$ cat src/hdl/uttc_pkg.sv
// ----------------------------------------------------------------------------
// uttc_pkg
// Shared types and constants of the Unix time / calendar converter.
// ----------------------------------------------------------------------------
package uttc_pkg;

    localparam logic [31:0] SecPerDay  = 32'd86400;
    // reciprocals for exact 32-bit division: q = (n * Div60Recip) >> 37,
    // q = (n * Div24Recip) >> 36
    localparam logic [31:0] Div60Recip = 32'h8888_8889;
    localparam logic [31:0] Div24Recip = 32'hAAAA_AAAB;

    typedef enum logic [3:0] {
        OP_NONE,
        OP_LOAD,
        OP_DIV_STEP,
        OP_DIV_CAP,
        OP_YEAR,
        OP_MONTH,
        OP_DAYS,
        OP_MUL,
        OP_SUM,
        OP_OUT
    } t_dp_op;

    typedef enum logic [1:0] {
        DIV_SEC,
        DIV_MIN,
        DIV_HOUR
    } t_div_sel;

    typedef struct packed {
        t_dp_op   op;
        t_div_sel div_sel;
    } t_cmd;

    typedef struct packed {
        logic dir;
        logic year_done;
        logic month_done;
    } t_sts;

endpackage

$ cat src/hdl/unix_time_calendar_converter_core.sv
// ----------------------------------------------------------------------------
// unix_time_calendar_converter_core: Unix seconds <-> Gregorian calendar
// Seconds to calendar: the divider splits off seconds, minutes and hours, then years and
// months are walked; calendar to seconds: years and 0 to 12 months are walked, then summed.
// One request at a time; the year walk runs one year per cycle. The next request is
// taken in the cycle after the result loads. Synchronous reset drops any result.
// ----------------------------------------------------------------------------
module unix_time_calendar_converter_core import uttc_pkg::*; (
    input  logic        i_clk,
    input  logic        i_rst_n,
    // request channel
    input  logic        i_in_valid,
    output logic        o_in_ready,
    input  logic        i_req_type,
    input  logic [31:0] i_seconds_in,
    input  logic [7:0]  i_year_in,
    input  logic [3:0]  i_month_in,
    input  logic [4:0]  i_day_in,
    input  logic [4:0]  i_hour_in,
    input  logic [5:0]  i_minute_in,
    input  logic [5:0]  i_second_in,
    // result channel
    output logic        o_out_valid,
    input  logic        i_out_ready,
    output logic [31:0] o_seconds_out,
    output logic [7:0]  o_year_out,
    output logic [3:0]  o_month_out,
    output logic [4:0]  o_day_out,
    output logic [4:0]  o_hour_out,
    output logic [5:0]  o_minute_out,
    output logic [5:0]  o_second_out,
    output logic [31:0] o_fat_time,
    output logic        o_fat_valid
);

    // The sequencer steps the datapath through its phases:
    //   divide   - split seconds by 60, 60 and 24 by reciprocal multiplication,
    //              a product step and a capture step each; calendar requests skip this phase
    //   year     - walk years from 1970 (add 365/366 per step)
    //   month    - walk months of the found year
    //   days/mul/sum - calendar direction only: days * 86400 plus time of day
    //   out      - load the output register once the previous result has gone;
    //              hold here while an untaken result blocks it
    // A new request is taken as soon as the sequencer is idle, even while the
    // output register still holds an untaken result.

    t_cmd cmd;
    t_sts sts;

    uttc_ctrl u_ctrl (
        .i_clk       (i_clk),
        .i_rst_n     (i_rst_n),
        .i_in_valid  (i_in_valid),
        .o_in_ready  (o_in_ready),
        .o_out_valid (o_out_valid),
        .i_out_ready (i_out_ready),
        .i_sts       (sts),
        .o_cmd       (cmd)
    );

    uttc_dpath u_dpath (
        .i_clk         (i_clk),
        .i_cmd         (cmd),
        .o_sts         (sts),
        .i_req_type    (i_req_type),
        .i_seconds_in  (i_seconds_in),
        .i_year_in     (i_year_in),
        .i_month_in    (i_month_in),
        .i_day_in      (i_day_in),
        .i_hour_in     (i_hour_in),
        .i_minute_in   (i_minute_in),
        .i_second_in   (i_second_in),
        .o_seconds_out (o_seconds_out),
        .o_year_out    (o_year_out),
        .o_month_out   (o_month_out),
        .o_day_out     (o_day_out),
        .o_hour_out    (o_hour_out),
        .o_minute_out  (o_minute_out),
        .o_second_out  (o_second_out),
        .o_fat_time    (o_fat_time),
        .o_fat_valid   (o_fat_valid)
    );

endmodule

$ cat src/hdl/uttc_dpath.sv
// ----------------------------------------------------------------------------
// uttc_dpath
// Working registers, shared constant divider, year and month walkers,
// seconds summation and the output register.
// ----------------------------------------------------------------------------
module uttc_dpath import uttc_pkg::*; (
    input  logic        i_clk,
    input  t_cmd        i_cmd,
    output t_sts        o_sts,
    input  logic        i_req_type,
    input  logic [31:0] i_seconds_in,
    input  logic [7:0]  i_year_in,
    input  logic [3:0]  i_month_in,
    input  logic [4:0]  i_day_in,
    input  logic [4:0]  i_hour_in,
    input  logic [5:0]  i_minute_in,
    input  logic [5:0]  i_second_in,
    output logic [31:0] o_seconds_out,
    output logic [7:0]  o_year_out,
    output logic [3:0]  o_month_out,
    output logic [4:0]  o_day_out,
    output logic [4:0]  o_hour_out,
    output logic [5:0]  o_minute_out,
    output logic [5:0]  o_second_out,
    output logic [31:0] o_fat_time,
    output logic        o_fat_valid
);

    // leap test for year 1970 + off; the only century years reached are
    // 2000 (leap), 2100 and 2200 (not leap)
    function automatic logic is_leap(input logic [7:0] off);
        logic [1:0] m4;
        m4 = off[1:0] + 2'd2;
        return (m4 == 2'd0) && (off != 8'd130) && (off != 8'd230);
    endfunction

    function automatic logic [4:0] month_len(input logic [3:0] m, input logic leap);
        logic [4:0] len;
        case (m) inside
            4'd1:                   len = leap ? 5'd29 : 5'd28;
            4'd3, 4'd5, 4'd8, 4'd10: len = 5'd30;
            default:                len = 5'd31;
        endcase
        return len;
    endfunction

    logic        r_dir;
    logic [31:0] r_secs;
    logic [7:0]  r_yr_tgt;
    logic [3:0]  r_mo;
    logic [4:0]  r_dy;
    logic [4:0]  r_hr;
    logic [5:0]  r_mi;
    logic [5:0]  r_se;
    logic [31:0] r_quo;
    logic [63:0] r_dprod;
    logic [7:0]  r_yr;
    logic [16:0] r_acc;
    logic [8:0]  r_doy;
    logic [3:0]  r_m;
    logic [31:0] r_days;
    logic [16:0] r_tod;
    logic [31:0] r_prod;

    logic [5:0]  divisor;
    logic [31:0] recip;
    logic [31:0] div_q;
    logic [5:0]  div_rem;
    logic        leap;
    logic [8:0]  year_len;
    logic [16:0] year_sum;
    logic        year_done;
    logic [4:0]  mlen;
    logic [3:0]  mlim;
    logic        month_done;
    logic [6:0]  fat_year;

    // divide by reciprocal multiplication: the product is registered in r_dprod, then
    // quotient and remainder are taken from it; the remainder is below 64 so six bits suffice
    always_comb begin
        case (i_cmd.div_sel)
            DIV_HOUR: begin
                divisor = 6'd24;
                recip   = Div24Recip;
                div_q   = {4'b0, r_dprod[63:36]};
            end
            default: begin
                divisor = 6'd60;
                recip   = Div60Recip;
                div_q   = {5'b0, r_dprod[63:37]};
            end
        endcase
    end

    assign div_rem = r_quo[5:0] - div_q[5:0] * divisor;

    assign leap     = is_leap(r_yr);
    assign year_len = leap ? 9'd366 : 9'd365;
    assign year_sum = r_acc + {8'b0, year_len};
    // day count after the three divisions stays below 2^16
    assign year_done = r_dir ? (r_yr == r_yr_tgt) : (year_sum > {1'b0, r_quo[15:0]});

    assign mlen = month_len(r_m, leap);
    always_comb begin
        if (r_mo == 4'd0) begin
            mlim = 4'd0;
        end else if ((r_mo - 4'd1) > 4'd12) begin
            mlim = 4'd12;
        end else begin
            mlim = r_mo - 4'd1;
        end
    end
    assign month_done = r_dir ? (r_m == mlim)
                              : ((r_m == 4'd12) || (r_doy < {4'b0, mlen}));

    assign o_sts = '{dir: r_dir, year_done: year_done, month_done: month_done};

    assign fat_year = 7'(r_yr - 8'd10);

    always_ff @(posedge i_clk) begin
        case (i_cmd.op)
            OP_LOAD: begin
                r_dir    <= i_req_type;
                r_secs   <= i_seconds_in;
                r_yr_tgt <= i_year_in;
                r_mo     <= i_month_in;
                r_dy     <= i_day_in;
                r_hr     <= i_hour_in;
                r_mi     <= i_minute_in;
                r_se     <= i_second_in;
                r_quo    <= i_seconds_in;
                r_yr     <= 8'd0;
                r_acc    <= 17'd0;
                r_m      <= 4'd0;
            end
            OP_DIV_STEP: begin
                r_dprod <= {32'b0, r_quo} * {32'b0, recip};
            end
            OP_DIV_CAP: begin
                case (i_cmd.div_sel)
                    DIV_SEC:  r_se <= div_rem;
                    DIV_MIN:  r_mi <= div_rem;
                    default:  r_hr <= div_rem[4:0];
                endcase
                r_quo <= div_q;
            end
            OP_YEAR: begin
                if (!year_done) begin
                    r_acc <= year_sum;
                    r_yr  <= r_yr + 8'd1;
                end else if (!r_dir) begin
                    r_doy <= r_quo[8:0] - r_acc[8:0];
                end
            end
            OP_MONTH: begin
                if (!month_done) begin
                    r_m <= r_m + 4'd1;
                    if (r_dir) begin
                        r_acc <= r_acc + {12'b0, mlen};
                    end else begin
                        r_doy <= r_doy - {4'b0, mlen};
                    end
                end else if (!r_dir) begin
                    r_mo <= r_m + 4'd1;
                    r_dy <= r_doy[4:0] + 5'd1;
                end
            end
            OP_DAYS: begin
                r_days <= {15'b0, r_acc} + {27'b0, r_dy} - 32'd1;
                r_tod  <= {12'b0, r_hr} * 17'd3600 + {11'b0, r_mi} * 17'd60
                          + {11'b0, r_se};
            end
            OP_MUL: begin
                r_prod <= r_days * SecPerDay;
            end
            OP_SUM: begin
                r_secs <= r_prod + {15'b0, r_tod};
            end
            OP_OUT: begin
                o_seconds_out <= r_secs;
                o_year_out    <= r_yr;
                o_month_out   <= r_mo;
                o_day_out     <= r_dy;
                o_hour_out    <= r_hr;
                o_minute_out  <= r_mi;
                o_second_out  <= r_se;
                o_fat_time    <= {fat_year, r_mo, r_dy, r_hr, r_mi, r_se[5:1]};
                o_fat_valid   <= (r_yr >= 8'd10) && (r_yr <= 8'd137);
            end
            default: begin
            end
        endcase
    end

endmodule

$ cat src/hdl/uttc_ctrl.sv
// ----------------------------------------------------------------------------
// uttc_ctrl
// Sequencer: issues datapath commands and runs both handshakes.
// ----------------------------------------------------------------------------
module uttc_ctrl import uttc_pkg::*; (
    input  logic i_clk,
    input  logic i_rst_n,
    input  logic i_in_valid,
    output logic o_in_ready,
    output logic o_out_valid,
    input  logic i_out_ready,
    input  t_sts i_sts,
    output t_cmd o_cmd
);

    typedef enum logic [3:0] {
        S_IDLE,
        S_DIV,
        S_CAP,
        S_YEAR,
        S_MONTH,
        S_DAYS,
        S_MUL,
        S_SUM,
        S_OUT
    } t_state;

    t_state   r_state, n_state;
    t_div_sel r_sel, n_sel;
    logic     r_out_valid, n_out_valid;
    logic     out_load;

    assign o_in_ready  = (r_state == S_IDLE);
    assign o_out_valid = r_out_valid;
    assign out_load    = (r_state == S_OUT) && (!r_out_valid || i_out_ready);

    always_comb begin
        n_state = r_state;
        n_sel   = r_sel;
        o_cmd   = '{op: OP_NONE, div_sel: r_sel};
        unique case (r_state)
            S_IDLE: begin
                if (i_in_valid) begin
                    o_cmd.op = OP_LOAD;
                    n_sel    = DIV_SEC;
                    n_state  = S_DIV;
                end
            end
            S_DIV: begin
                // calendar-to-seconds requests skip the divider and start at
                // the year walk
                if (i_sts.dir) begin
                    n_state = S_YEAR;
                end else begin
                    o_cmd.op = OP_DIV_STEP;
                    n_state  = S_CAP;
                end
            end
            S_CAP: begin
                o_cmd.op = OP_DIV_CAP;
                case (r_sel)
                    DIV_SEC: begin
                        n_sel   = DIV_MIN;
                        n_state = S_DIV;
                    end
                    DIV_MIN: begin
                        n_sel   = DIV_HOUR;
                        n_state = S_DIV;
                    end
                    default: n_state = S_YEAR;
                endcase
            end
            S_YEAR: begin
                o_cmd.op = OP_YEAR;
                if (i_sts.year_done) begin
                    n_state = S_MONTH;
                end
            end
            S_MONTH: begin
                o_cmd.op = OP_MONTH;
                if (i_sts.month_done) begin
                    n_state = i_sts.dir ? S_DAYS : S_OUT;
                end
            end
            S_DAYS: begin
                o_cmd.op = OP_DAYS;
                n_state  = S_MUL;
            end
            S_MUL: begin
                o_cmd.op = OP_MUL;
                n_state  = S_SUM;
            end
            S_SUM: begin
                o_cmd.op = OP_SUM;
                n_state  = S_OUT;
            end
            S_OUT: begin
                if (out_load) begin
                    o_cmd.op = OP_OUT;
                    n_state  = S_IDLE;
                end
            end
            default: n_state = S_IDLE;
        endcase
    end

    always_comb begin
        if (out_load) begin
            n_out_valid = 1'b1;
        end else if (i_out_ready) begin
            n_out_valid = 1'b0;
        end else begin
            n_out_valid = r_out_valid;
        end
    end

    always_ff @(posedge i_clk) begin
        if (!i_rst_n) begin
            r_state     <= S_IDLE;
            r_sel       <= DIV_SEC;
            r_out_valid <= 1'b0;
        end else begin
            r_state     <= n_state;
            r_sel       <= n_sel;
            r_out_valid <= n_out_valid;
        end
    end

endmodule

$ cat config.mk
export PLATFORM = sky130hd
export DESIGN_NAME = unix_time_calendar_converter_core
export DESIGN_NICKNAME = d
export VERILOG_FILES = /design/src/hdl/uttc_pkg.sv /design/src/hdl/unix_time_calendar_converter_core.sv /design/src/hdl/uttc_dpath.sv /design/src/hdl/uttc_ctrl.sv
export SDC_FILE = /design/constraint.sdc
export NUM_CORES = 2
export LEC_CHECK = 0
export CAP_MARGIN = 5
export CORE_MARGIN = 3
export CORE_UTILIZATION = 45
export CTS_CLUSTER_DIAMETER = 100
export CTS_CLUSTER_SIZE = 30
export DETAILED_ROUTE_END_ITERATION = 8
export DONT_BUFFER_PORTS = 1
export GPL_TIMING_DRIVEN = 0
export HOLD_SLACK_MARGIN = 0.05
export PLACE_DENSITY = 0.66
export REMOVE_ABC_BUFFERS = 1
export SETUP_SLACK_MARGIN = 0.4
export SLEW_MARGIN = 20
export SYNTH_ARGS = -nofsm -noshare
export SYNTH_HDL_FRONTEND = slang
export SYNTH_SLANG_ARGS = --single-unit
$ cat constraint.sdc
create_clock -name i_clk -period 15 [get_ports i_clk]
set_input_delay 2.25 -clock i_clk [delete_from_list [all_inputs] [get_ports i_clk]]
set_output_delay 2.25 -clock i_clk [all_outputs]
set_load 0.03 [all_outputs]
==> flow_metrics.py <==
metrics = {
    "setup_path": {
        "cp_slowest_cell": "a21oi_1",
        "crit_cells": 30,
        "r2r-start": "u_ctrl.r_sel[1]",
        "arrival_ps": 10000,
        "crit_fanout": 26,
        "rrSetupSlack_ps": 5260,
        "slowest_delay_ps": 620,
        "crit_family": "adder cells",
        "crit_type": "flop to flop",
        "path_buf_inv": 7,
        "required_ps": 15260,
        "worstSetupStartpointType": "flop",
        "critical_path.endpoint_type": "flop",
        "worst_r2r_endpoint": "u_dpath.r_dprod[58]",
        "reg2reg_depth": 30,
        "crit_top_cell": "fa_1",
    },
    "logic_synthesis": {
        "synth-xor-area-share_pct": 5.94,
        "yosysSeqAreaShare_pct": 24.6,
        "ys_warn_count": 0,
        "synth-edff-count": 305,
        "syn_area_um2": 37700,
        "yosys.area.top_type": "edfxtp_1",
        "synth-async-reset-ratio_pct": 0,
        "synth_top_area_share_pct": 24.3,
        "synth_ff_type": "edfxtp_1",
        "avgSynthCellArea_um2": 10.1,
        "synth_fa_ha_area_share_pct": 42.4,
        "synth_cells": 3747,
        "synthSimpleGateAreaFrac_pct": 7.43,
        "synth_top_family_by_area": "adder cells",
        "synth_compound_area_share_pct": 7.67,
        "ys_seq_elements": 312,
        "synthMuxAreaShare_pct": 0.985,
        "synthTopCellsByArea": "edfxtp_1 (24%), fa_1 (24%), ha_1 (18%), inv_1 (9.7%), xnor2_1 (4.2%)",
        "synth_cell_types": 77,
    },
    "clock_tree": {
        "tritoncts": "yes",
        "cts_buffers": 17,
        "cts_hold_buf": 0,
        "clk_latency_ps": 550,
        "cts_max_level": 1,
        "clock_sinks": 312,
        "cts_resized": 0,
        "post_cts_buffers": 0,
        "cts_root_buf": "clkbuf_16",
        "clock_path_buffers": 3,
        "clk_pin_slew_ps": 110,
    },
    "floorplan": {
        "initial_utilization_pct": 45.7,
        "die-width_um": 296,
        "dieHeight_um": 296,
        "ios": 172,
        "coreArea_um2": 82600,
        "num_rows": 105,
        "dieArea_um2": 87400,
    },
    "final_layout": {
        "layout_common_cells": "inv_1 (975), ha_1 (547), fa_1 (457)",
        "nets": 4769,
        "area_delta_synth_final_pct": 4.99,
        "final_common_cell": "inv_1",
        "antenna_cells": 0,
        "nFillCells": 7510,
        "post_route_cells_drive_above_1_share_pct": 2.84,
        "fin_util_pct": 47.9,
    },
    "timing": {
        "drv_slew": 0,
        "min_period_ps": 9740,
        "slew_headroom_pct": 29.2,
        "fmax_mhz": 103,
        "fin_tns_setup_ps": 0,
        "finalClockSkew_ps": 44.1,
        "post-route-period-util_pct": 64.9,
        "hold_viol_final": 0,
        "rsz0062_at_grt": "no",
        "setup_violations": 0,
        "worst_slew_pin_slew_ps": 1060,
    },
    "min_path": {
        "whs_endpoint": "u_dpath.o_seconds_out[13]",
        "min_path_type": "flop to flop",
        "worstHoldStart": "u_dpath.r_secs[13]",
        "worstHoldPathCells": 0,
    },
    "placed_design": {
        "dpl.hpwl_um": 83800,
        "numPortBuffers": 0,
        "place_congestion": 0.981,
    },
    "drt": {
        "dr.pass1.iters": 5,
        "route.detailed.drc": 0,
        "vias": 25000,
        "wirelength_um": 97100,
        "drt_iter0_drc": 2026,
        "vias_per_cell": 5.23,
        "wl_per_cell_um": 20.4,
        "detail-route-antenna-nets": 0,
    },
    "global_routing": {
        "grt_max_degree": 46,
        "antenna_found_initial": 2,
        "grt_pass1_vias": 25400,
        "grt-ovfl-total": 0,
        "grt_pass1_wl_um": 150000,
        "track_usage_pct": 22.6,
    },
    "outcome": {
        "status": "finished, final reports clean",
    },
    "job": {
        "cap_violations": 0,
    },
}
==> synth_stat cells (21+ instances only) <==
library cell	instances
o21ai_0	127
a21oi_1	129
nor2_1	153
nand3_1	39
clkbuf_1	58
inv_1	976
nor2b_1	28
edfxtp_1	305
nor3_1	28
o21bai_1	22
fa_1	457
nand2_1	228
buf_4	26
a21o_1	50
xor2_1	73
and2_1	21
xnor2_1	183
ha_1	547
mux2i_1	27
==> state kept, by name, indices dropped and copies added (netlist names), 7 cells and up <==
signal                 flops
u_dpath.r_days            25
u_dpath.r_dprod           28
u_dpath.r_acc             17
u_dpath.r_yr_tgt           8
u_dpath.r_secs            32
u_dpath.r_prod            25
u_dpath.r_yr               8
u_dpath.r_doy              9
u_dpath.o_seconds_out     32
u_dpath.r_quo             32
u_dpath.o_year_out         7
u_dpath.r_tod             17
u_dpath.o_fat_time        32
==> worst max path at each step <==
stage	from	end
6_report	u_ctrl.r_sel[1]	u_dpath.r_dprod[58]
5_1_grt	u_ctrl.r_sel[1]	u_dpath.r_dprod[58]
4_1_cts	u_ctrl.r_sel[1]	u_dpath.r_dprod[58]
3_5_place_dp	u_ctrl.r_sel[1]	u_dpath.r_dprod[58]
3_3_place_gp	u_ctrl.r_sel[1]	u_dpath.r_dprod[58]
2_1_floorplan	u_ctrl.r_sel[1]	u_dpath.r_dprod[54]
==> per-stage QoR <==
stage          hold slack, ps  setup WS [ps]  cell area, µm²  cells
6_report                  414           5260           39600   4773
5_1_grt                   420           4860           39600   4773
4_1_cts                   422           5330           39600   4773
3_5_place_dp              405           5400           39000   4745
3_3_place_gp              402            561           38600   4722
2_1_floorplan             400           4810           37300   3652
==> metal layers <==
layer / up-vias / GRT usage (%) / wire length [µm]
met4: 4 / 8.17 / 4040
met5: - / 0 / 23
met1: 12300 / 31.2 / 42300
li1: 11800 / - / -
met2: 669 / 36.9 / 45700
met3: 147 / 2.53 / 5080
==> area by class of cell <==
class                      instances  area (µm²)  share of cell area, %
clock buffer                      20         437                   1.10
clock inverter                     8         143                  0.360
inverter                         977        3670                   9.26
multi-input combinational       2363       24400                   61.6
sequential                       312        9300                   23.5
tap                             1070        1340                   3.38
timing repair buffer              23         323                  0.815
==> kinds of logic (layout without fill, tap and decap cells) <==
logic type / after synthesis / after routing
buffers and inverters: 1072 / 1028
adders and majority gates: 1004 / 1004
and+or+nand+nor: 607 / 607
AOI/OAI and AO/OA: 460 / 460
DFF: 312 / 312
xor gates and xnor gates: 256 / 256
muxes: 36 / 36
Power is not shown: default switching activity piles up to over one toggle a cycle in this logic, so the estimate is an artifact.
